--- config.mk ---
export PLATFORM = sky130hd
export DESIGN_NAME = lbsa_ram
export DESIGN_NICKNAME = d
export VERILOG_FILES = /design/src/design/label_block_sum_accumulator_assert.svh /design/src/design/lbsa_ram.sv
export SDC_FILE = /design/constraint.sdc
export NUM_CORES = 1
export LEC_CHECK = 0
export BUFFER_PORTS_ARGS = -buffer_cell sky130_fd_sc_hd__buf_2
export CAP_MARGIN = 20
export CORE_ASPECT_RATIO = 0.7
export CORE_MARGIN = 5
export CORE_UTILIZATION = 54
export DETAILED_ROUTE_END_ITERATION = 8
export MAX_ROUTING_LAYER = met4
export PLACE_DENSITY = 0.74
export SLEW_MARGIN = 20
export SYNTH_ARGS = -nofsm -noshare
export SYNTH_HDL_FRONTEND = slang
export SYNTH_SLANG_ARGS = --single-unit
export TNS_END_PERCENT = 10
--- constraint.sdc ---
create_clock -name clk_i -period 1.6 [get_ports clk_i]
set_clock_uncertainty 0.15 [all_clocks]
set_input_delay 0.08 -clock clk_i [delete_from_list [all_inputs] [get_ports clk_i]]
set_output_delay 0.08 -clock clk_i [all_outputs]
set_load 0.03 [all_outputs]
--- src/design/label_block_sum_accumulator_assert.svh ---
// ----------------------------------------------------------------------------
// label block sum accumulator assertion macros
// shared forms for the concurrent checks of the block, clocked on clk_i and
// disabled while rst_ni is low
// ----------------------------------------------------------------------------
`ifndef LABEL_BLOCK_SUM_ACCUMULATOR_ASSERT_SVH
`define LABEL_BLOCK_SUM_ACCUMULATOR_ASSERT_SVH

// same-cycle implication
`define LBSA_ASSERT_IMP(lbl, ante, cons, msg) \
  lbl: assert property (@(posedge clk_i) disable iff (!rst_ni) (ante) |-> (cons)) \
    else $error(msg);

// next-cycle implication
`define LBSA_ASSERT_NXT(lbl, ante, cons, msg) \
  lbl: assert property (@(posedge clk_i) disable iff (!rst_ni) (ante) |=> (cons)) \
    else $error(msg);

`endif

--- src/design/lbsa_ram.sv ---
// ----------------------------------------------------------------------------
// lbsa_ram
// generic single-write, single-read synchronous ram with registered read data
// ----------------------------------------------------------------------------
module lbsa_ram #(
  parameter  int Width = 8,
  parameter  int Depth = 16,
  localparam int Aw    = (Depth > 1) ? $clog2(Depth) : 1
) (
  input  logic             clk_i,
  input  logic             we_i,
  input  logic [Aw-1:0]    waddr_i,
  input  logic [Width-1:0] wdata_i,
  input  logic             re_i,
  input  logic [Aw-1:0]    raddr_i,
  output logic [Width-1:0] rdata_o
);

  logic [Width-1:0] mem_q [Depth];
  logic [Width-1:0] rdata_q;

  always_ff @(posedge clk_i) begin
    if (we_i) begin
      mem_q[waddr_i] <= wdata_i;
    end
    // read data holds until the next read
    if (re_i) begin
      rdata_q <= mem_q[raddr_i];
    end
  end

  assign rdata_o = rdata_q;

endmodule

==> impl_results.html <==
<table>
<tr><th>Metric</th><th>Value</th></tr>
<tr><th colspan="2">Logic synthesis</th></tr>
<tr><td>Register area share after synthesis</td><td>78.1%</td></tr>
<tr><td>Leading register cell type out of synthesis</td><td>sky130_fd_sc_hd__edfxtp_1</td></tr>
<tr><td>Cells after synthesis</td><td>229</td></tr>
<tr><td>Post-synthesis async set-or-reset flop share</td><td>0%</td></tr>
<tr><td>Proportion of netlist area held by the largest area contributor</td><td>78.1%</td></tr>
<tr><td>Post-Synthesis Cell Area</td><td>5230 sq um</td></tr>
<tr><td>Top post-synthesis cells by count</td><td>sky130_fd_sc_hd__edfxtp_1, sky130_fd_sc_hd__mux4_2, sky130_fd_sc_hd__a22oi_1</td></tr>
<tr><td>Nets in the synthesized netlist</td><td>about 250</td></tr>
<tr><td>Synthesized flop and latch total</td><td>136</td></tr>
<tr><td>Avg Inst Size Synth</td><td>22.8 sq um</td></tr>
<tr><td>Number of enable-type register cells in the synthesized netlist</td><td>around 140</td></tr>
<tr><td>Number of warning messages in the yosys log</td><td>0</td></tr>
<tr><td>Cell accounting for the most synthesized area</td><td>sky130_fd_sc_hd__edfxtp_1</td></tr>
<tr><td>Biggest area contributors in the synthesized netlist</td><td>sky130_fd_sc_hd__edfxtp_1, sky130_fd_sc_hd__mux4_2, sky130_fd_sc_hd__mux4_1</td></tr>
<tr><td>Number of distinct standard cells referenced by the synthesized netlist</td><td>18</td></tr>
<tr><td>Cell with the most instances after synthesis</td><td>sky130_fd_sc_hd__edfxtp_1</td></tr>
<tr><th colspan="2">Critical path</th></tr>
<tr><td>Launch instance of the worst register-to-register path</td><td>mem_q[9][5]$_DFFE_PP_</td></tr>
<tr><td>Startpoint class of the critical path</td><td>register</td></tr>
<tr><td>Worst setup path endpoint</td><td>rdata_o[5]$_DFFE_PP_</td></tr>
<tr><td>Kind of end point of the critical path</td><td>register</td></tr>
<tr><td>Delay of the slowest cell on the worst path</td><td>0.52 ns</td></tr>
<tr><td>CP Data Arrival Time</td><td>roughly 1.6 ns</td></tr>
<tr><td>Setup slack of the worst register-to-register path</td><td>0.05 ns</td></tr>
<tr><td>Capture point of the worst reg-to-reg path</td><td>rdata_o[5]$_DFFE_PP_</td></tr>
<tr><td>Number of cells on the worst reg-to-reg path</td><td>3</td></tr>
<tr><td>Worst path slowest cell</td><td>sky130_fd_sc_hd__mux4_1</td></tr>
<tr><td>Cells traversed along the worst timing path</td><td>mux4_1 -&gt; a22oi_2 -&gt; nand2_1</td></tr>
<tr><td>Critical Path RT</td><td>1.60 ns</td></tr>
<tr><td>Worst Path Max Fanout</td><td>1</td></tr>
<tr><td>Category of the critical setup timing path</td><td>reg -&gt; reg</td></tr>
<tr><td>First element of the critical path</td><td>mem_q[9][5]$_DFFE_PP_</td></tr>
<tr><th colspan="2">Flow run</th></tr>
<tr><td>Max-cap violations</td><td>0</td></tr>
<tr><th colspan="2">Final layout</th></tr>
<tr><td>Fill cell total of the finished layout</td><td>625</td></tr>
<tr><td>Area delta synth-&gt;final</td><td>21.4%</td></tr>
<tr><td>Count of nets after finishing</td><td>317</td></tr>
<tr><td>Count of inserted antenna diode cells</td><td>0</td></tr>
<tr><td>Post-route non-filler standard cell count</td><td>roughly 440</td></tr>
<tr><td>Share of final-layout standard cells stronger than drive strength 1</td><td>a little over a third</td></tr>
<tr><td>Cell area after layout</td><td>6350 sq um</td></tr>
<tr><th colspan="2">Min path</th></tr>
<tr><td>Worst min-delay path category</td><td>in -&gt; reg</td></tr>
<tr><td>Cell depth of the worst min-delay path</td><td>3</td></tr>
<tr><th colspan="2">Drt</th></tr>
<tr><td>Drt via density</td><td>5.77</td></tr>
<tr><td>Vias post-DR</td><td>2535</td></tr>
<tr><td>Wirelength, routed</td><td>10.7 mm</td></tr>
<tr><td>DRC violation count after routing</td><td>0</td></tr>
<tr><td>Routed wirelength normalized by instance count</td><td>24.3 um</td></tr>
<tr><td>Remaining antenna violation count after routing</td><td>0</td></tr>
<tr><td>Initial detailed-routing violation count</td><td>250</td></tr>
<tr><td>TritonRoute pass-1 iters</td><td>4</td></tr>
<tr><th colspan="2">Floorplanning</th></tr>
<tr><td>Standard-cell row count</td><td>30</td></tr>
<tr><td>DIE WIDTH</td><td>128 um</td></tr>
<tr><td>Total Die Area</td><td>roughly 12000 sq um</td></tr>
<tr><td>Core Area</td><td>between 9000 and 10000 sq um</td></tr>
<tr><td>Chip height</td><td>92.3 um</td></tr>
<tr><td>Number of ports placed on the die boundary</td><td>27</td></tr>
<tr><td>Starting density of the core</td><td>a little over half</td></tr>
<tr><th colspan="2">STA</th></tr>
<tr><td>Final hold violation count</td><td>0</td></tr>
<tr><td>Fraction of the cycle the final worst path needs</td><td>a little over nine tenths</td></tr>
<tr><td>Worst Slack Setup Final</td><td>around 0.047 ns</td></tr>
<tr><td>Max frequency</td><td>644 MHz</td></tr>
<tr><td>Final Setup Violations</td><td>0</td></tr>
<tr><td>Minimum clock period after layout</td><td>between 1.5 and 2 ns</td></tr>
<tr><td>Max-slew headroom</td><td>a little over a third</td></tr>
<tr><td>Max Transition Viols Final</td><td>0</td></tr>
<tr><td>Actual transition at the worst max-transition pin</td><td>0.959 ns</td></tr>
<tr><th colspan="2">CTS</th></tr>
<tr><td>Clk_lat worst skew</td><td>0.41 ns</td></tr>
<tr><td>Number of buffers added by the clock tree synthesis step</td><td>17</td></tr>
<tr><td>CTS tree</td><td>yes</td></tr>
<tr><td>Number of setup buffers added after CTS</td><td>0</td></tr>
<tr><td>CTS Root Cell</td><td>sky130_fd_sc_hd__clkbuf_16</td></tr>
<tr><td>Clock slew at reported path FFs</td><td>around 0.05 ns</td></tr>
<tr><td>H-tree lvl count</td><td>4</td></tr>
<tr><td>Total clock sinks</td><td>136</td></tr>
<tr><td>Maximum root-to-sink buffer count</td><td>2</td></tr>
<tr><th colspan="2">Place</th></tr>
<tr><td>Port Buffer Count</td><td>26</td></tr>
<tr><td>Cell Count Post-Placement</td><td>398</td></tr>
<tr><td>HPWL after DPL</td><td>6.54 mm</td></tr>
<tr><td>Placement-stage cell area</td><td>approximately 5700 sq um</td></tr>
<tr><td>Routability-driven placement congestion ratio</td><td>0.754</td></tr>
<tr><td>Pre-CTS setup slack</td><td>-0.185 ns</td></tr>
<tr><th colspan="2">GRT</th></tr>
<tr><td>Total routing usage reported by global routing</td><td>between 20% and 30%</td></tr>
<tr><td>Number of antenna violations at the first check in global routing</td><td>0</td></tr>
<tr><td>Final global-route overflow total</td><td>0</td></tr>
<tr><td>Wire length of the first global-routing pass</td><td>16.1 mm</td></tr>
<tr><td>Number of global-route vias before repair</td><td>2695</td></tr>
<tr><td>Pin count of the biggest net entering global routing</td><td>20</td></tr>
<tr><th colspan="2">Power</th></tr>
<tr><td>Peak ir drop on the vdd network</td><td>roughly 970 uV</td></tr>
<tr><td>Cell leakage power</td><td>2.14 nW</td></tr>
<tr><td>Power per Cell Area</td><td>1300 nW/um^2</td></tr>
<tr><th colspan="2">Run status</th></tr>
<tr><td>Outcome</td><td>finished, final reports clean</td></tr>
</table>
layout by cell type, fill, tap and decap left out:
master / n
sky130_fd_sc_hd__buf_2: 26
sky130_fd_sc_hd__nor2_1: 13
sky130_fd_sc_hd__clkbuf_16: 17
sky130_fd_sc_hd__nand2_1: 9
sky130_fd_sc_hd__a22oi_2: 9
sky130_fd_sc_hd__and2b_1: 1
sky130_fd_sc_hd__edfxtp_1: 136
sky130_fd_sc_hd__nand3_1: 1
sky130_fd_sc_hd__mux4_1: 6
sky130_fd_sc_hd__bufinv_16: 3
sky130_fd_sc_hd__nand3b_1: 2
sky130_fd_sc_hd__a22oi_1: 7
sky130_fd_sc_hd__clkinvlp_4: 1
sky130_fd_sc_hd__buf_12: 4
sky130_fd_sc_hd__nor3_2: 1
sky130_fd_sc_hd__dlygate4sd3_1: 9
sky130_fd_sc_hd__nor3_1: 3
sky130_fd_sc_hd__mux4_2: 26
sky130_fd_sc_hd__clkbuf_1: 1
sky130_fd_sc_hd__nand2b_1: 2
sky130_fd_sc_hd__and2_1: 1
sky130_fd_sc_hd__clkinv_2: 2
sky130_fd_sc_hd__nor2b_1: 1
sky130_fd_sc_hd__buf_4: 21
sky130_fd_sc_hd__or3b_2: 1
sky130_fd_sc_hd__clkinv_1: 8
cell type report:
type	instances	area [sq um]	share of cell area (%)
tap	128	160	2.52
timing repair buffer	60	458	7.22
sequential	136	4080	64.4
multi-input combinational	83	1080	17.0
clock buffer	18	429	6.76
clock inverter	14	138	2.17
where the power goes:
group | internal (W) | leakage, nW | switching, W
sequential | 0.00402 | 1.24 | 0.0000252
clock | 0.00239 | 0.274 | 0.00134
combinational | 0.000196 | 0.631 | 0.000260
flip-flops by register name (all words and copies together), names as in the netlist:
register / flops
rdata_o: 8
mem_q: 128
worst min path at each step:
stage / end / slack, ns / start
after global routing: mem_q[15][5]$_DFFE_PP_ / 0.06 / waddr_i[2]
after floorplan: mem_q[0][0]$_DFFE_PP_ / 0.03 / wdata_i[0]
after CTS: mem_q[15][5]$_DFFE_PP_ / 0.006 / waddr_i[2]
final: mem_q[15][5]$_DFFE_PP_ / 0.03 / waddr_i[2]
after global placement: mem_q[14][7]$_DFFE_PP_ / 0.32 / wdata_i[7]
after detailed placement: rdata_o[3]$_DFFE_PP_ / 0.32 / re_i
cells by family (layout without fill, tap and decap cells):
group | Yosys count | count (layout) | synth area share (%)
flip-flops | 136 | 136 | 78.1
AND/OR/NAND/NOR | 35 | 35 | 3.14
AO/OA/AOI/OAI | 16 | 16 | 2.30
multiplexers | 32 | 32 | 14.8
buffers and inverters | 10 | 92 | 1.65
stage by stage:
| step | util [%] | power, W | TNS [ns] | hold WS [ns] |
|---|---|---|---|---|
| final | 66.3 | 0.00823 | 0 | 0.0298 |
| after global routing | 66.3 | 0.00850 | -0.00353 | 0.0617 |
| after CTS | 66.2 | 0.00831 | 0 | 0.00562 |
| after detailed placement | 59.3 | 0.00454 | -1.20 | 0.322 |
| after global placement | 59.3 | 0.00452 | -1.17 | 0.315 |
| after floorplan | - | 0.00434 | 0 | 0.0289 |
routing by layer:
| metal | track usage, % | wire length (um) | vias up |
|---|---|---|---|
| met5 | - | 0 | - |
| met4 | 5.83 | 119 | 0 |
| met3 | 7.26 | 1020 | 16 |
| met2 | 28.0 | 4940 | 106 |
| met1 | 28.9 | 4580 | 1300 |
| li1 | - | - | 1113 |
repair_timing:
item / in CTS / in global routing
pin swaps: 0 / 3
hold endpoints to repair: 136 / 0
endpoints found under the setup margin: 4 / 6
cloned: 0 / 0
gates resized for setup: 6 / 11
hold buffers: 9 / 0
critical path: cells and delay by family (launching register included):
kind | cells | cell delay (ns)
compound gates | 1 | 0.19
flops | 1 | 0.35
mux | 1 | 0.52
simple gates | 1 | 0.09
Power figures use the tool's default switching activity.
