[src/design/label_block_sum_accumulator_assert.svh]
// ----------------------------------------------------------------------------
// label block sum accumulator assertion macros
// shared forms for the concurrent checks of the block, clocked on clk_i and
// disabled while rst_ni is low
// ----------------------------------------------------------------------------
`ifndef LABEL_BLOCK_SUM_ACCUMULATOR_ASSERT_SVH
`define LABEL_BLOCK_SUM_ACCUMULATOR_ASSERT_SVH

// same-cycle implication
`define LBSA_ASSERT_IMP(lbl, ante, cons, msg) \
  lbl: assert property (@(posedge clk_i) disable iff (!rst_ni) (ante) |-> (cons)) \
    else $error(msg);

// next-cycle implication
`define LBSA_ASSERT_NXT(lbl, ante, cons, msg) \
  lbl: assert property (@(posedge clk_i) disable iff (!rst_ni) (ante) |=> (cons)) \
    else $error(msg);

`endif

[src/design/lbsa_pkg.sv]
// ----------------------------------------------------------------------------
// lbsa_pkg
// sizes, codes, memory port types and helpers of the label block sum
// accumulator
// ----------------------------------------------------------------------------
package lbsa_pkg;

  localparam int MaxNodes   = 1024;
  localparam int MaxLabels  = 8;
  localparam int WeightBits = 16;

  // port field widths
  localparam int ReqW     = 2;
  localparam int NodeW    = 10;
  localparam int LabelInW = 3;
  localparam int WeightW  = 16;
  localparam int BlockW   = 3;
  localparam int StatusW  = 2;
  localparam int SumW     = 38;
  localparam int PairW    = 21;
  localparam int CfgIdxW  = 2;
  localparam int CfgDataW = 4;

  // derived sizes
  localparam int NodeAw   = $clog2(MaxNodes);
  localparam int LabelW   = $clog2(MaxLabels);
  localparam int NodeDw   = LabelW + 1;
  localparam int CountW   = $clog2(MaxNodes + 1);
  localparam int CntAw    = LabelW;
  localparam int TblDepth = MaxLabels * MaxLabels;
  localparam int TblAw    = $clog2(TblDepth);
  localparam int KW       = $clog2(MaxLabels + 1);
  localparam int ClrDepth = (MaxNodes > TblDepth) ? MaxNodes : TblDepth;
  localparam int ClrW     = $clog2(ClrDepth);
  localparam int ProdW    = 2 * CountW;

  localparam logic [CfgDataW-1:0] LabelsRst = CfgDataW'(8);
  localparam logic                HalveRst  = 1'b1;

  typedef enum logic [ReqW-1:0] {
    REQ_LOAD  = 2'd0,
    REQ_ADD   = 2'd1,
    REQ_READ  = 2'd2,
    REQ_CLEAR = 2'd3
  } req_e;

  typedef enum logic [StatusW-1:0] {
    STAT_OK      = 2'd0,
    STAT_RANGE   = 2'd1,
    STAT_NOLABEL = 2'd2
  } status_e;

  typedef enum logic [CfgIdxW-1:0] {
    CFG_LABELS = 2'd0,
    CFG_HALVE  = 2'd1
  } cfg_idx_e;

  typedef enum logic [3:0] {
    ST_CLEAR,
    ST_IDLE,
    ST_CHECK,
    ST_LD_OLD,
    ST_LD_DEC,
    ST_LD_INC_RD,
    ST_LD_INC,
    ST_AD_COL,
    ST_AD_CHK,
    ST_AD_WR,
    ST_RD_CA,
    ST_RD_CB,
    ST_RD_FIN,
    ST_RESP
  } state_e;

  typedef struct packed {
    logic [KW-1:0] k;
    logic          halve;
  } cfg_t;

  typedef struct packed {
    logic              we;
    logic [NodeAw-1:0] waddr;
    logic [NodeDw-1:0] wdata;
    logic              re;
    logic [NodeAw-1:0] raddr;
  } node_req_t;

  typedef struct packed {
    logic              we;
    logic [CntAw-1:0]  waddr;
    logic [CountW-1:0] wdata;
    logic              re;
    logic [CntAw-1:0]  raddr;
  } cnt_req_t;

  typedef struct packed {
    logic             we;
    logic [TblAw-1:0] waddr;
    logic [SumW-1:0]  wdata;
    logic             re;
    logic [TblAw-1:0] raddr;
  } tbl_req_t;

  // labels in use, capped at the table size
  function automatic logic [KW-1:0] eff_labels(input logic [CfgDataW-1:0] v);
    if (int'(v) > MaxLabels) begin
      return KW'(MaxLabels);
    end
    return KW'(v);
  endfunction

  function automatic logic [TblAw-1:0] tbl_addr(input logic [LabelW-1:0] la,
                                                input logic [LabelW-1:0] lb);
    return TblAw'(int'(la) * MaxLabels + int'(lb));
  endfunction

endpackage

[src/design/lbsa_seq.sv]
// ----------------------------------------------------------------------------
// lbsa_seq
// request sequencer: walks each request through read, modify and write-back
// of the node, count and block sum memories, and holds the result register
// ----------------------------------------------------------------------------
`include "label_block_sum_accumulator_assert.svh"

module lbsa_seq (
  input  logic                                     clk_i,
  input  logic                                     rst_ni,
  input  lbsa_pkg::cfg_t                           cfg_i,
  input  logic                                     in_valid_i,
  output logic                                     in_ready_o,
  input  logic [lbsa_pkg::ReqW-1:0]                req_type_i,
  input  logic [lbsa_pkg::NodeW-1:0]               node_row_i,
  input  logic [lbsa_pkg::NodeW-1:0]               node_col_i,
  input  logic [lbsa_pkg::LabelInW-1:0]            label_i,
  input  logic signed [lbsa_pkg::WeightW-1:0]      weight_i,
  input  logic [lbsa_pkg::BlockW-1:0]              block_a_i,
  input  logic [lbsa_pkg::BlockW-1:0]              block_b_i,
  output logic                                     out_valid_o,
  input  logic                                     out_ready_i,
  output logic [lbsa_pkg::StatusW-1:0]             status_o,
  output logic signed [lbsa_pkg::SumW-1:0]         block_sum_o,
  output logic [lbsa_pkg::PairW-1:0]               pair_count_o,
  output lbsa_pkg::node_req_t                      node_req_o,
  input  logic [lbsa_pkg::NodeDw-1:0]              node_rdata_i,
  output lbsa_pkg::cnt_req_t                       cnt_req_o,
  input  logic [lbsa_pkg::CountW-1:0]              cnt_rdata_i,
  output lbsa_pkg::tbl_req_t                       tbl_req_o,
  input  logic [lbsa_pkg::SumW-1:0]                tbl_rdata_i
);

  localparam logic signed [lbsa_pkg::SumW-1:0] SumMax =
    {1'b0, {(lbsa_pkg::SumW-1){1'b1}}};
  localparam logic signed [lbsa_pkg::SumW-1:0] SumMin =
    {1'b1, {(lbsa_pkg::SumW-1){1'b0}}};
  localparam logic [lbsa_pkg::PairW-1:0] PairMax = '1;

  lbsa_pkg::state_e state_q, state_d;

  logic [lbsa_pkg::ClrW-1:0]           clr_cnt_q;
  logic                                clr_item_q;
  lbsa_pkg::req_e                      req_q;
  logic [lbsa_pkg::NodeW-1:0]          row_q;
  logic [lbsa_pkg::NodeW-1:0]          col_q;
  logic [lbsa_pkg::LabelInW-1:0]       lab_q;
  logic signed [lbsa_pkg::WeightBits-1:0] w_q;
  logic [lbsa_pkg::BlockW-1:0]         a_q;
  logic [lbsa_pkg::BlockW-1:0]         b_q;
  logic [lbsa_pkg::NodeDw-1:0]         ra_q;
  logic [lbsa_pkg::LabelW-1:0]         lb_q;
  logic signed [lbsa_pkg::SumW-1:0]    sum_q;
  logic [lbsa_pkg::CountW-1:0]         ca_q;
  logic [lbsa_pkg::ProdW-1:0]          prod_q;
  lbsa_pkg::status_e                   res_status_q;
  logic signed [lbsa_pkg::SumW-1:0]    res_sum_q;
  logic [lbsa_pkg::PairW-1:0]          res_pair_q;
  logic                                out_valid_q;
  logic [lbsa_pkg::StatusW-1:0]        out_status_q;
  logic signed [lbsa_pkg::SumW-1:0]    out_sum_q;
  logic [lbsa_pkg::PairW-1:0]          out_pair_q;

  logic                                clr_last;
  logic                                out_free;
  logic                                row_bad, col_bad, lab_bad, blk_bad;
  logic                                va, vb, stale, add_ok;
  logic [lbsa_pkg::LabelW-1:0]         la, lb;
  logic                                diag, halve_now;
  logic signed [lbsa_pkg::SumW:0]      w_ext;
  logic signed [lbsa_pkg::SumW:0]      add_sum;
  logic signed [lbsa_pkg::SumW-1:0]    add_sat;
  logic signed [lbsa_pkg::SumW-1:0]    sum_half;
  logic [lbsa_pkg::CountW-1:0]         factor;
  logic [lbsa_pkg::ProdW-1:0]          pair_half;
  logic [lbsa_pkg::PairW-1:0]          pair_sat;

  assign clr_last = (clr_cnt_q == lbsa_pkg::ClrW'(lbsa_pkg::ClrDepth - 1));
  assign out_free = !out_valid_q || out_ready_i;

  assign row_bad = int'(row_q) >= lbsa_pkg::MaxNodes;
  assign col_bad = int'(col_q) >= lbsa_pkg::MaxNodes;
  assign lab_bad = int'(lab_q) >= int'(cfg_i.k);
  assign blk_bad = (int'(a_q) >= int'(cfg_i.k)) || (int'(b_q) >= int'(cfg_i.k));

  // row node entry is held in ra_q, column node entry is on the read port
  assign va     = ra_q[lbsa_pkg::NodeDw-1];
  assign vb     = node_rdata_i[lbsa_pkg::NodeDw-1];
  assign la     = ra_q[lbsa_pkg::LabelW-1:0];
  assign lb     = node_rdata_i[lbsa_pkg::LabelW-1:0];
  assign stale  = (int'(la) >= int'(cfg_i.k)) || (int'(lb) >= int'(cfg_i.k));
  assign add_ok = va && vb && !stale;

  // saturating accumulate of twice the weight
  assign w_ext   = (lbsa_pkg::SumW+1)'(w_q);
  assign add_sum = $signed({tbl_rdata_i[lbsa_pkg::SumW-1], tbl_rdata_i}) + (w_ext <<< 1);
  always_comb begin
    if (add_sum[lbsa_pkg::SumW] != add_sum[lbsa_pkg::SumW-1]) begin
      add_sat = add_sum[lbsa_pkg::SumW] ? SumMin : SumMax;
    end else begin
      add_sat = add_sum[lbsa_pkg::SumW-1:0];
    end
  end

  assign diag      = (a_q == b_q);
  assign halve_now = diag && cfg_i.halve;
  assign factor    = diag ? ((ca_q == '0) ? '0 : ca_q - lbsa_pkg::CountW'(1)) : cnt_rdata_i;
  assign sum_half  = halve_now ? (sum_q >>> 1) : sum_q;
  assign pair_half = halve_now ? (prod_q >> 1) : prod_q;
  assign pair_sat  = (64'(pair_half) > 64'(PairMax)) ? PairMax : lbsa_pkg::PairW'(pair_half);

  // next state
  always_comb begin
    state_d = state_q;
    unique case (state_q)
      lbsa_pkg::ST_CLEAR: begin
        if (clr_last) begin
          state_d = clr_item_q ? lbsa_pkg::ST_RESP : lbsa_pkg::ST_IDLE;
        end
      end
      lbsa_pkg::ST_IDLE: begin
        if (in_valid_i) begin
          state_d = lbsa_pkg::ST_CHECK;
        end
      end
      lbsa_pkg::ST_CHECK: begin
        unique case (req_q)
          lbsa_pkg::REQ_LOAD:
            state_d = (row_bad || lab_bad) ? lbsa_pkg::ST_RESP : lbsa_pkg::ST_LD_OLD;
          lbsa_pkg::REQ_ADD:
            state_d = (row_bad || col_bad) ? lbsa_pkg::ST_RESP : lbsa_pkg::ST_AD_COL;
          lbsa_pkg::REQ_READ:
            state_d = blk_bad ? lbsa_pkg::ST_RESP : lbsa_pkg::ST_RD_CA;
          lbsa_pkg::REQ_CLEAR:
            state_d = lbsa_pkg::ST_CLEAR;
          default:
            state_d = lbsa_pkg::ST_RESP;
        endcase
      end
      lbsa_pkg::ST_LD_OLD:
        state_d = node_rdata_i[lbsa_pkg::NodeDw-1] ? lbsa_pkg::ST_LD_DEC
                                                   : lbsa_pkg::ST_LD_INC_RD;
      lbsa_pkg::ST_LD_DEC:    state_d = lbsa_pkg::ST_LD_INC_RD;
      lbsa_pkg::ST_LD_INC_RD: state_d = lbsa_pkg::ST_LD_INC;
      lbsa_pkg::ST_LD_INC:    state_d = lbsa_pkg::ST_RESP;
      lbsa_pkg::ST_AD_COL:    state_d = lbsa_pkg::ST_AD_CHK;
      lbsa_pkg::ST_AD_CHK:    state_d = add_ok ? lbsa_pkg::ST_AD_WR : lbsa_pkg::ST_RESP;
      lbsa_pkg::ST_AD_WR:     state_d = lbsa_pkg::ST_RESP;
      lbsa_pkg::ST_RD_CA:     state_d = lbsa_pkg::ST_RD_CB;
      lbsa_pkg::ST_RD_CB:     state_d = lbsa_pkg::ST_RD_FIN;
      lbsa_pkg::ST_RD_FIN:    state_d = lbsa_pkg::ST_RESP;
      lbsa_pkg::ST_RESP: begin
        if (out_free) begin
          state_d = lbsa_pkg::ST_IDLE;
        end
      end
      default: state_d = lbsa_pkg::ST_CLEAR;
    endcase
  end

  // memory requests and handshake
  always_comb begin
    node_req_o = '0;
    cnt_req_o  = '0;
    tbl_req_o  = '0;
    in_ready_o = 1'b0;
    unique case (state_q)
      lbsa_pkg::ST_CLEAR: begin
        node_req_o.we    = int'(clr_cnt_q) < lbsa_pkg::MaxNodes;
        node_req_o.waddr = lbsa_pkg::NodeAw'(clr_cnt_q);
        cnt_req_o.we     = int'(clr_cnt_q) < lbsa_pkg::MaxLabels;
        cnt_req_o.waddr  = lbsa_pkg::CntAw'(clr_cnt_q);
        tbl_req_o.we     = int'(clr_cnt_q) < lbsa_pkg::TblDepth;
        tbl_req_o.waddr  = lbsa_pkg::TblAw'(clr_cnt_q);
      end
      lbsa_pkg::ST_IDLE: begin
        in_ready_o = 1'b1;
      end
      lbsa_pkg::ST_CHECK: begin
        if (req_q == lbsa_pkg::REQ_READ) begin
          tbl_req_o.re    = 1'b1;
          tbl_req_o.raddr = lbsa_pkg::tbl_addr(lbsa_pkg::LabelW'(a_q),
                                               lbsa_pkg::LabelW'(b_q));
          cnt_req_o.re    = 1'b1;
          cnt_req_o.raddr = lbsa_pkg::CntAw'(a_q);
        end else begin
          node_req_o.re    = 1'b1;
          node_req_o.raddr = lbsa_pkg::NodeAw'(row_q);
        end
      end
      lbsa_pkg::ST_LD_OLD: begin
        node_req_o.we    = 1'b1;
        node_req_o.waddr = lbsa_pkg::NodeAw'(row_q);
        node_req_o.wdata = {1'b1, lbsa_pkg::LabelW'(lab_q)};
        cnt_req_o.re     = node_rdata_i[lbsa_pkg::NodeDw-1];
        cnt_req_o.raddr  = node_rdata_i[lbsa_pkg::LabelW-1:0];
      end
      lbsa_pkg::ST_LD_DEC: begin
        cnt_req_o.we    = 1'b1;
        cnt_req_o.waddr = la;
        cnt_req_o.wdata = cnt_rdata_i - lbsa_pkg::CountW'(cnt_rdata_i != '0);
      end
      lbsa_pkg::ST_LD_INC_RD: begin
        cnt_req_o.re    = 1'b1;
        cnt_req_o.raddr = lbsa_pkg::CntAw'(lab_q);
      end
      lbsa_pkg::ST_LD_INC: begin
        cnt_req_o.we    = 1'b1;
        cnt_req_o.waddr = lbsa_pkg::CntAw'(lab_q);
        cnt_req_o.wdata = cnt_rdata_i + lbsa_pkg::CountW'(1);
      end
      lbsa_pkg::ST_AD_COL: begin
        node_req_o.re    = 1'b1;
        node_req_o.raddr = lbsa_pkg::NodeAw'(col_q);
      end
      lbsa_pkg::ST_AD_CHK: begin
        tbl_req_o.re    = add_ok;
        tbl_req_o.raddr = lbsa_pkg::tbl_addr(la, lb);
      end
      lbsa_pkg::ST_AD_WR: begin
        tbl_req_o.we    = 1'b1;
        tbl_req_o.waddr = lbsa_pkg::tbl_addr(la, lb_q);
        tbl_req_o.wdata = add_sat;
      end
      lbsa_pkg::ST_RD_CA: begin
        cnt_req_o.re    = 1'b1;
        cnt_req_o.raddr = lbsa_pkg::CntAw'(b_q);
      end
      lbsa_pkg::ST_RD_CB, lbsa_pkg::ST_RD_FIN, lbsa_pkg::ST_RESP: begin
      end
      default: begin
      end
    endcase
  end

  // control registers
  always_ff @(posedge clk_i or negedge rst_ni) begin
    if (!rst_ni) begin
      state_q     <= lbsa_pkg::ST_CLEAR;
      clr_cnt_q   <= '0;
      clr_item_q  <= 1'b0;
      out_valid_q <= 1'b0;
    end else begin
      state_q <= state_d;
      if (state_q == lbsa_pkg::ST_CLEAR) begin
        clr_cnt_q <= clr_cnt_q + lbsa_pkg::ClrW'(1);
      end else begin
        clr_cnt_q <= '0;
      end
      if (state_q == lbsa_pkg::ST_CHECK) begin
        clr_item_q <= (req_q == lbsa_pkg::REQ_CLEAR);
      end
      if (state_q == lbsa_pkg::ST_RESP && out_free) begin
        out_valid_q <= 1'b1;
      end else if (out_ready_i) begin
        out_valid_q <= 1'b0;
      end
    end
  end

  // request, working and result registers
  always_ff @(posedge clk_i) begin
    unique case (state_q)
      lbsa_pkg::ST_CLEAR: begin
        res_status_q <= lbsa_pkg::STAT_OK;
        res_sum_q    <= '0;
        res_pair_q   <= '0;
      end
      lbsa_pkg::ST_IDLE: begin
        if (in_valid_i) begin
          req_q <= lbsa_pkg::req_e'(req_type_i);
          row_q <= node_row_i;
          col_q <= node_col_i;
          lab_q <= label_i;
          w_q   <= $signed(weight_i[lbsa_pkg::WeightBits-1:0]);
          a_q   <= block_a_i;
          b_q   <= block_b_i;
        end
      end
      lbsa_pkg::ST_CHECK: begin
        res_status_q <= lbsa_pkg::STAT_RANGE;
        res_sum_q    <= '0;
        res_pair_q   <= '0;
      end
      lbsa_pkg::ST_LD_OLD, lbsa_pkg::ST_AD_COL: begin
        ra_q <= node_rdata_i;
      end
      lbsa_pkg::ST_LD_INC, lbsa_pkg::ST_AD_WR: begin
        res_status_q <= lbsa_pkg::STAT_OK;
      end
      lbsa_pkg::ST_AD_CHK: begin
        lb_q         <= lb;
        res_status_q <= (!va || !vb) ? lbsa_pkg::STAT_NOLABEL : lbsa_pkg::STAT_RANGE;
      end
      lbsa_pkg::ST_RD_CA: begin
        sum_q <= $signed(tbl_rdata_i);
        ca_q  <= cnt_rdata_i;
      end
      lbsa_pkg::ST_RD_CB: begin
        prod_q <= lbsa_pkg::ProdW'(ca_q) * lbsa_pkg::ProdW'(factor);
      end
      lbsa_pkg::ST_RD_FIN: begin
        res_status_q <= lbsa_pkg::STAT_OK;
        res_sum_q    <= sum_half;
        res_pair_q   <= pair_sat;
      end
      lbsa_pkg::ST_RESP: begin
        if (out_free) begin
          out_status_q <= res_status_q;
          out_sum_q    <= res_sum_q;
          out_pair_q   <= res_pair_q;
        end
      end
      lbsa_pkg::ST_LD_DEC, lbsa_pkg::ST_LD_INC_RD: begin
      end
      default: begin
      end
    endcase
  end

  assign out_valid_o  = out_valid_q;
  assign status_o     = out_status_q;
  assign block_sum_o  = out_sum_q;
  assign pair_count_o = out_pair_q;

  `LBSA_ASSERT_NXT(a_accept_to_check, in_valid_i && in_ready_o, state_q == lbsa_pkg::ST_CHECK, "transfer not followed by check")
  `LBSA_ASSERT_IMP(a_tbl_wr_after_lookup, tbl_req_o.we && state_q != lbsa_pkg::ST_CLEAR, $past(state_q) == lbsa_pkg::ST_AD_CHK, "table write without lookup")
  `LBSA_ASSERT_IMP(a_node_wr_sets_label, node_req_o.we && state_q != lbsa_pkg::ST_CLEAR, node_req_o.wdata[lbsa_pkg::NodeDw-1], "node write outside clear without label")
  `LBSA_ASSERT_NXT(a_result_loaded, state_q == lbsa_pkg::ST_RESP && out_free, out_valid_q, "result not presented")

endmodule

[config.mk]
export PLATFORM = sky130hd
export DESIGN_NAME = lbsa_seq
export DESIGN_NICKNAME = d
export VERILOG_FILES = /design/src/design/lbsa_pkg.sv /design/src/design/lbsa_seq.sv
export VERILOG_INCLUDE_DIRS = /design/src /design/src/design
export SDC_FILE = /design/constraint.sdc
export NUM_CORES = 1
export LEC_CHECK = 0
export BUFFER_PORTS_ARGS = -buffer_cell sky130_fd_sc_hd__clkbuf_2
export CAP_MARGIN = 20
export CORE_UTILIZATION = 34
export CTS_CLUSTER_SIZE = 40
export DETAILED_ROUTE_END_ITERATION = 8
export GPL_TIMING_DRIVEN = 1
export PLACE_DENSITY_LB_ADDON = 0.05
export SLEW_MARGIN = 0
export SYNTH_ARGS = -nofsm -noshare
export SYNTH_HDL_FRONTEND = slang
export SYNTH_SLANG_ARGS = --single-unit
[constraint.sdc]
create_clock -name clk_i -period 6.8 [get_ports clk_i]
set_input_delay 1.36 -clock clk_i [delete_from_list [all_inputs] [get_ports clk_i]]
set_output_delay 1.36 -clock clk_i [all_outputs]
set_load 0.02 [all_outputs]
==> flow_summary.html, run 1 <==
<table>
<tr><th>Metric</th><th>Value</th></tr>
<tr><th colspan="2">Floorplanning</th></tr>
<tr><td>Die outline height</td><td>228 µm</td></tr>
<tr><td># rows</td><td>82</td></tr>
<tr><td>Die boundary width</td><td>228 µm</td></tr>
<tr><td>Initial Utilization</td><td>0.346</td></tr>
<tr><td>IO Pins</td><td>269</td></tr>
<tr><td>Area of the placeable core</td><td>50,300 µm²</td></tr>
<tr><td>Area enclosed by the die boundary</td><td>52,000 µm²</td></tr>
<tr><th colspan="2">Flow run</th></tr>
<tr><td>Number of max-capacitance violations reported</td><td>0</td></tr>
<tr><th colspan="2">Place</th></tr>
<tr><td>Worst-case setup slack after placement</td><td>0.0160 ns</td></tr>
<tr><td>Number of input and output port buffers inserted</td><td>268</td></tr>
<tr><td>Final estimated routing congestion in global placement</td><td>0.856</td></tr>
<tr><td>Detail Placement HPWL</td><td>35,600 µm</td></tr>
<tr><th colspan="2">GRT</th></tr>
<tr><td>Number of antenna violations at the first check in global routing</td><td>4</td></tr>
<tr><td>Global route overflow</td><td>0</td></tr>
<tr><td>All-layer global routing usage</td><td>0.177</td></tr>
<tr><td>First-pass GRT wire length</td><td>73,100 µm</td></tr>
<tr><td>Vias in the first global route</td><td>13,088</td></tr>
<tr><td>Pin count of the biggest net entering global routing</td><td>60</td></tr>
<tr><th colspan="2">Hold path</th></tr>
<tr><td>Hold WC Path Type</td><td>reg -&gt; reg</td></tr>
<tr><th colspan="2">Power</th></tr>
<tr><td>Overall power of the completed layout</td><td>9.20 mW</td></tr>
<tr><td>Power per unit of standard cell area</td><td>444 nW/µm²</td></tr>
<tr><td>IR drop worst, VDD</td><td>0.000299 V</td></tr>
<tr><td>Leakage power of the design</td><td>8.93 nW</td></tr>
<tr><th colspan="2">Clock tree</th></tr>
<tr><td>Number of buffers inserted for hold repair after clock tree synthesis</td><td>0</td></tr>
<tr><td>H-tree depth</td><td>1</td></tr>
<tr><td>Clock transition at the registers of the reported paths</td><td>0.06 ns</td></tr>
<tr><td>CTS root buffer</td><td>sky130_fd_sc_hd__clkbuf_16</td></tr>
<tr><td>Maximum buffer depth of the clock tree</td><td>3</td></tr>
<tr><td>Post-CTS setup buffer count</td><td>0</td></tr>
<tr><td>TritonCTS clock tree</td><td>done</td></tr>
<tr><td>CTS Sinks</td><td>263</td></tr>
<tr><td>CTS buffer count</td><td>30</td></tr>
<tr><td>Worst-skew pair later-pin latency</td><td>0.61 ns</td></tr>
<tr><th colspan="2">Synthesis</th></tr>
<tr><td>Most frequently used flop master after synthesis</td><td>sky130_fd_sc_hd__edfxtp_1</td></tr>
<tr><td>Top post-synthesis cells by count</td><td>sky130_fd_sc_hd__edfxtp_1, sky130_fd_sc_hd__nand2_1, sky130_fd_sc_hd__inv_1, sky130_fd_sc_hd__ha_1</td></tr>
<tr><td>Count leader, synth</td><td>sky130_fd_sc_hd__edfxtp_1</td></tr>
<tr><td>Distinct cells, synth</td><td>73</td></tr>
<tr><td>Portion of synthesized cell area occupied by the leading cell type</td><td>0.427</td></tr>
<tr><td>Async S/R FF share, synth</td><td>0.0608</td></tr>
<tr><td>Mean cell area of the mapped netlist</td><td>10.6 µm²</td></tr>
<tr><td>Syn Nets</td><td>1,959</td></tr>
<tr><td>Count of warnings emitted by yosys</td><td>0</td></tr>
<tr><td>Number of enable-type register cells in the synthesized netlist</td><td>247</td></tr>
<tr><td>Number of synthesized register bits</td><td>263</td></tr>
<tr><td>Sequential cell area fraction in the yosys report</td><td>0.450</td></tr>
<tr><td>Largest cells by area after synthesis</td><td>sky130_fd_sc_hd__edfxtp_1, sky130_fd_sc_hd__fa_1, sky130_fd_sc_hd__ha_1</td></tr>
<tr><td>Post-Synthesis Cell Area</td><td>17,400 µm²</td></tr>
<tr><td>Area leader, netlist</td><td>sky130_fd_sc_hd__edfxtp_1</td></tr>
<tr><td>Synthesized netlist cell count</td><td>1,643</td></tr>
<tr><th colspan="2">Critical path</th></tr>
<tr><td>Critical Path Sink Type</td><td>register</td></tr>
<tr><td>Setup Crit Path Kind</td><td>reg -&gt; reg</td></tr>
<tr><td>Slowest-stage cell, CP</td><td>sky130_fd_sc_hd__fa_1</td></tr>
<tr><td>Family with the most delay on the worst path</td><td>adder cells</td></tr>
<tr><td>Count of buffer and inverter cells on the critical path</td><td>4</td></tr>
<tr><td>Largest fanout on the critical path</td><td>10</td></tr>
<tr><td>Crit path cell chain</td><td>xnor2_1 -&gt; nand3_1 -&gt; a41o_1 -&gt; buf_4 -&gt; o21ai_0 -&gt; buf_4 -&gt; and2_1 -&gt; fa_1 -&gt; fa_1 -&gt; fa_1 -&gt; fa_1 -&gt; inv_1 -&gt; fa_1 -&gt; inv_1 -&gt; ha_1 -&gt; nand3_1 -&gt; nand2_1 -&gt; a41o_1 -&gt; o41a_1 -&gt; nand4_1 -&gt; a31oi_1 -&gt; xnor2_1</td></tr>
<tr><td>Max stage delay on crit path</td><td>0.54 ns</td></tr>
<tr><td>CP arrival</td><td>6.71 ns</td></tr>
<tr><td>Most frequent CP cell</td><td>sky130_fd_sc_hd__fa_1</td></tr>
<tr><td>Crit path launch type</td><td>register</td></tr>
<tr><td>Req. time, crit path</td><td>7.12 ns</td></tr>
<tr><th colspan="2">Detailed routing</th></tr>
<tr><td>Remaining number of nets flagged by the antenna check after routing</td><td>0</td></tr>
<tr><td>Count of TritonRoute iterations in the first routing pass</td><td>5</td></tr>
<tr><td>Average wire per standard cell</td><td>18.0 µm</td></tr>
<tr><td>Aggregate routed wire length</td><td>46,900 µm</td></tr>
<tr><td>Vias per inst</td><td>4.90</td></tr>
<tr><td>Drt first-iter violations</td><td>794</td></tr>
<tr><td>Total via count after detailed routing</td><td>12,779</td></tr>
<tr><td>DRC</td><td>0</td></tr>
<tr><th colspan="2">Timing</th></tr>
<tr><td>Max-Slew Margin vs Limit</td><td>0.326</td></tr>
<tr><td>Transition time at the pin with the least slew margin</td><td>1.01 ns</td></tr>
<tr><td>Number of max-slew violations in the final report</td><td>0</td></tr>
<tr><td>Final clock skew</td><td>0.0476 ns</td></tr>
<tr><td>Final setup violating endpoints</td><td>0</td></tr>
<tr><td>Total negative slack for setup checks</td><td>0 ns</td></tr>
<tr><td>Min cycle time layout</td><td>6.40 ns</td></tr>
<tr><td>Hold violation total from the final report</td><td>0</td></tr>
<tr><td>Final period util</td><td>0.941</td></tr>
<tr><td>Post-route worst setup slack</td><td>0.402 ns</td></tr>
<tr><td>Setup repair after global routing missed its margin</td><td>no</td></tr>
<tr><td>Hold slack</td><td>0.385 ns</td></tr>
<tr><td>Peak Freq</td><td>156 MHz</td></tr>
<tr><th colspan="2">Finish</th></tr>
<tr><td>Final design utilization</td><td>0.412</td></tr>
<tr><td>Area growth from synthesis to layout</td><td>19.2%</td></tr>
<tr><td>Total Nets Final</td><td>2,227</td></tr>
<tr><td>Fraction of layout cells with a size suffix above 1</td><td>0.202</td></tr>
<tr><th colspan="2">Status</th></tr>
<tr><td>Result of the run</td><td>complete, no violations</td></tr>
</table>
[cells in the final DEF, fill, tap and decap left out, drive strengths merged, types with 15 or more instances in the layout]
| cell type | n |
|---|---|
| a21o | 24 |
| fa | 82 |
| and2 | 72 |
| a21oi | 92 |
| buf | 48 |
| o21ai | 68 |
| a22o | 24 |
| clkbuf | 300 |
| nor2 | 91 |
| nand3 | 20 |
| xor2 | 21 |
| o21a | 45 |
| nor3 | 66 |
| edfxtp | 247 |
| nand2b | 18 |
| dfrtp | 16 |
| inv | 148 |
| ha | 125 |
| nand2 | 208 |
| xnor2 | 55 |
| clkinv | 15 |
[cells by family after synthesis]
| kind of cell | share of synthesized area |
|---|---|
| and+or+nand+nor | 0.143 |
| adders and majority gates | 0.184 |
| DFF | 0.450 |
| AOI/OAI and AO/OA | 0.129 |
| buffers and inverters | 0.0519 |
| muxes | 0.00173 |
| xor gates and xnor gates | 0.0398 |
[through the flow]
step	std cells	instance area, µm²
2_1_floorplan	1643	17400
3_3_place_gp	2550	19600
3_5_place_dp	2550	19600
4_1_cts	2605	20700
5_1_grt	2606	20700
6_report	2608	20700
[registers in the layout, indices dropped and copies added, names as in the netlist]
register,cells
row_q,10
lb_q,3
b_q,3
lab_q,3
w_q,16
ca_q,11
clr_cnt_q,10
clr_item_q,1
status_o,2
res_pair_q,21
block_sum_o,38
req_q,2
ra_q,4
col_q,10
state_q,4
res_status_q,2
a_q,3
pair_count_o,21
sum_q,38
res_sum_q,38
prod_q,22
out_valid_o,1
[final timing paths]
kind | from | to | slack, ns | depth (start not counted)
min in group asynchronous | rst_ni | clr_cnt_q[6] | 0.68 | 1
setup / recovery | b_q[0] | prod_q[21] | 0.40 | 22
hold / removal | res_pair_q[17] | pair_count_o[17] | 0.38 | 0
max in group asynchronous | rst_ni | state_q[2] | 5.78 | 1
setup reg to reg | b_q[0] | prod_q[21] | 0.40 | 22
hold reg to reg | res_pair_q[17] | pair_count_o[17] | 0.38 | 0
[report_power, final]
group          switching [mW]  internal [mW]  leakage (nW)
logic                    2.91           2.05          5.91
clock network           0.693           1.03         0.510
registers               0.143           2.37          2.51
total                    3.75           5.45          8.93
[routing by layer]
layer,vias up,GRT usage,wire (µm)
li1,6269,-,-
met2,308,0.291,21700
met1,6137,0.238,21400
met4,2,0.0438,974
met5,-,0,17
met3,63,0.0379,2780
[cell type report]
cell class,count,area (µm²)
diodes,2,5.00
clock buffers,32,758
inverters,148,556
fillers,4990,29600
multi-input cells,1152,8700
well taps,672,841
flip-flops and latches,263,7820
repair buffers,316,1730
clock inverters,23,295
[repair_timing]
action,CTS,global route
resized for setup,0,4
endpoints found under the setup margin,0,5
endpoints found under the hold margin,0,0
Power figures use the tool's default switching activity.
==> run 2, diff against run 1 <==
Clock period 6.8 ns to 5.34 ns, I/O delays scaled along.
==> flow_summary.html, run 2 (same netlist as run 1, synthesis figures left out) <==
<table>
<tr><th>Metric</th><th>Value</th></tr>
<tr><th colspan="2">Status</th></tr>
<tr><td>Result of the run</td><td>finished, violations left</td></tr>
<tr><td>Failing checks</td><td>negative setup slack</td></tr>
<tr><th colspan="2">Timing</th></tr>
<tr><td>Final clock skew</td><td>0.0401 ns</td></tr>
<tr><td>Hold slack</td><td>0.406 ns</td></tr>
<tr><td>Hold violation total from the final report</td><td>0</td></tr>
<tr><td>Final setup violating endpoints</td><td>12</td></tr>
<tr><td>Max-Slew Margin vs Limit</td><td>0.347</td></tr>
<tr><td>Setup repair after global routing missed its margin</td><td>yes</td></tr>
<tr><td>Total negative slack for setup checks</td><td>-4.12 ns</td></tr>
<tr><td>Peak Freq</td><td>169 MHz</td></tr>
<tr><td>Min cycle time layout</td><td>5.92 ns</td></tr>
<tr><td>Post-route worst setup slack</td><td>-0.585 ns</td></tr>
<tr><td>Number of max-slew violations in the final report</td><td>0</td></tr>
<tr><td>Transition time at the pin with the least slew margin</td><td>0.976 ns</td></tr>
<tr><td>Final period util</td><td>1.11</td></tr>
<tr><th colspan="2">Detailed routing</th></tr>
<tr><td>Aggregate routed wire length</td><td>47,900 µm</td></tr>
<tr><td>DRC</td><td>0</td></tr>
<tr><td>Average wire per standard cell</td><td>17.7 µm</td></tr>
<tr><td>Vias per inst</td><td>4.93</td></tr>
<tr><td>Remaining number of nets flagged by the antenna check after routing</td><td>0</td></tr>
<tr><td>Count of TritonRoute iterations in the first routing pass</td><td>5</td></tr>
<tr><td>Total via count after detailed routing</td><td>13,335</td></tr>
<tr><td>Drt first-iter violations</td><td>635</td></tr>
<tr><th colspan="2">Finish</th></tr>
<tr><td>Area growth from synthesis to layout</td><td>27.1%</td></tr>
<tr><td>Non-filler instance count after layout</td><td>2,705</td></tr>
<tr><td>Most common cell after layout, fill and taps aside</td><td>sky130_fd_sc_hd__clkbuf_2</td></tr>
<tr><td>Top library cells by usage in the layout, fill and taps aside</td><td>sky130_fd_sc_hd__clkbuf_2, sky130_fd_sc_hd__edfxtp_1, sky130_fd_sc_hd__nand2_1</td></tr>
<tr><td>Fraction of layout cells with a size suffix above 1</td><td>0.287</td></tr>
<tr><td>Total Nets Final</td><td>2,324</td></tr>
<tr><td>Total inserted antenna cells</td><td>0</td></tr>
<tr><th colspan="2">Flow run</th></tr>
<tr><td>Number of max-capacitance violations reported</td><td>0</td></tr>
<tr><th colspan="2">GRT</th></tr>
<tr><td>Vias in the first global route</td><td>13,465</td></tr>
<tr><td>First-pass GRT wire length</td><td>74,500 µm</td></tr>
<tr><td>Pin count of the biggest net entering global routing</td><td>60</td></tr>
<tr><td>Number of antenna violations at the first check in global routing</td><td>0</td></tr>
<tr><td>Global route overflow</td><td>0</td></tr>
<tr><td>All-layer global routing usage</td><td>0.179</td></tr>
<tr><th colspan="2">Floorplanning</th></tr>
<tr><td>Initial Utilization</td><td>0.346</td></tr>
<tr><td>Area of the placeable core</td><td>50,300 µm²</td></tr>
<tr><td>Die boundary width</td><td>228 µm</td></tr>
<tr><td># rows</td><td>82</td></tr>
<tr><td>IO Pins</td><td>269</td></tr>
<tr><td>Die outline height</td><td>228 µm</td></tr>
<tr><td>Area enclosed by the die boundary</td><td>52,000 µm²</td></tr>
<tr><th colspan="2">Clock tree</th></tr>
<tr><td>CTS Sinks</td><td>263</td></tr>
<tr><td>Number of buffers inserted for hold repair after clock tree synthesis</td><td>0</td></tr>
<tr><td>CTS root buffer</td><td>sky130_fd_sc_hd__clkbuf_16</td></tr>
<tr><td>CTS buffer count</td><td>31</td></tr>
<tr><td>Maximum buffer depth of the clock tree</td><td>3</td></tr>
<tr><td>Worst-skew pair later-pin latency</td><td>0.59 ns</td></tr>
<tr><td>TritonCTS clock tree</td><td>done</td></tr>
<tr><td>Clock transition at the registers of the reported paths</td><td>0.06 ns</td></tr>
<tr><td>H-tree depth</td><td>1</td></tr>
<tr><th colspan="2">Critical path</th></tr>
<tr><td>Max stage delay on crit path</td><td>0.52 ns</td></tr>
<tr><td>FF-to-FF path depth</td><td>22</td></tr>
<tr><td>CP arrival</td><td>6.23 ns</td></tr>
<tr><td>Crit path cell chain</td><td>nor4_4 -&gt; buf_4 -&gt; a41o_4 -&gt; buf_4 -&gt; o21ai_2 -&gt; buf_4 -&gt; and2_1 -&gt; fa_1 -&gt; fa_1 -&gt; fa_1 -&gt; fa_1 -&gt; inv_1 -&gt; fa_1 -&gt; inv_2 -&gt; ha_4 -&gt; nand3_1 -&gt; nand2_1 -&gt; a41o_1 -&gt; o41a_1 -&gt; nand4_1 -&gt; a31oi_1 -&gt; xnor2_1</td></tr>
<tr><td>Req. time, crit path</td><td>5.64 ns</td></tr>
<tr><td>Setup Crit Path Kind</td><td>reg -&gt; reg</td></tr>
<tr><td>Slowest-stage cell, CP</td><td>sky130_fd_sc_hd__fa_1</td></tr>
<tr><td>Most frequent CP cell</td><td>sky130_fd_sc_hd__fa_1</td></tr>
<tr><td>Crit path launch type</td><td>register</td></tr>
<tr><td>Largest fanout on the critical path</td><td>10</td></tr>
<tr><td>Critical Path Sink Type</td><td>register</td></tr>
<tr><th colspan="2">Place</th></tr>
<tr><td>Number of input and output port buffers inserted</td><td>268</td></tr>
<tr><td>Cell count after placement</td><td>2,626</td></tr>
<tr><td>Final estimated routing congestion in global placement</td><td>0.834</td></tr>
<tr><td>Detail Placement HPWL</td><td>36,200 µm</td></tr>
<tr><th colspan="2">Power</th></tr>
<tr><td>Leakage power of the design</td><td>9.54 nW</td></tr>
<tr><td>Power per unit of standard cell area</td><td>624 nW/µm²</td></tr>
<tr><td>IR drop worst, VDD</td><td>0.000490 V</td></tr>
<tr><th colspan="2">Hold path</th></tr>
<tr><td>Hold WC Path Type</td><td>in -&gt; async</td></tr>
</table>
==> run 2: report_power, final <==
part / leakage, nW / internal, mW / switching (mW)
logic: 6.52 / 4.01 / 4.42
clock network: 0.516 / 1.31 / 0.879
registers: 2.51 / 3.01 / 0.144
total: 9.54 / 8.33 / 5.44
==> run 2: metrics by stage <==
step                total power, mW  utilization  setup WS, ns  area [µm²]
floorplan                      8.48            -        -0.464       17700
global placement               10.9        0.406        -0.761       20400
detailed placement             10.9        0.406        -0.852       20400
CTS                            13.6        0.431        -0.570       21700
global route                   15.0        0.439        -0.840       22100
finish                         13.8        0.439        -0.585       22100
==> run 2: final timing paths <==
| path | start | to | slack [ns] |
|---|---|---|---|
| setup / recovery | ca_q[9] | prod_q[21] | -0.58 |
| hold / removal | rst_ni | clr_cnt_q[1] | 0.41 |
| setup reg to reg | ca_q[9] | prod_q[21] | -0.58 |
| hold reg to reg | res_sum_q[4] | block_sum_o[4] | 0.41 |
| max in group asynchronous | rst_ni | state_q[1] | 4.62 |
| min in group clk_i | res_sum_q[4] | block_sum_o[4] | 0.41 |
==> run 2: timing repair <==
item / 4_1_cts / 5_1_grt
endpoints found under the hold margin: 0 / 0
pin swaps: 26 / 35
setup endpoints to repair: 51 / 54
resized for setup: 43 / 63
gates cloned: 1 / 3
setup buffers: 8 / 10
==> run 2: layout make-up <==
type / count / area, µm²
inverters: 148 / 558
well taps: 672 / 841
fillers: 4916 / 28200
multi-input cells: 1153 / 9270
repair buffers: 411 / 2550
flip-flops and latches: 263 / 7820
clock buffers: 36 / 795
clock inverters: 22 / 253
==> run 2: worst max-delay path: cells and delay by family (launching register included) <==
family	cells	cell delay [ns]
fa+ha+maj	6	2.71
compound gates	5	1.03
simple gates	5	0.74
buf+inv	5	0.57
flops	1	0.44
xor+xnor	1	0.14
==> run 2: routing by layer <==
| metal | vias to the layer above | routed length, µm | track usage |
|---|---|---|---|
| met3 | 55 | 2040 | 0.0323 |
| met2 | 272 | 22700 | 0.296 |
| li1 | 6469 | - | - |
| met1 | 6539 | 22300 | 0.245 |
| met5 | - | 0 | 0 |
| met4 | 0 | 986 | 0.0409 |
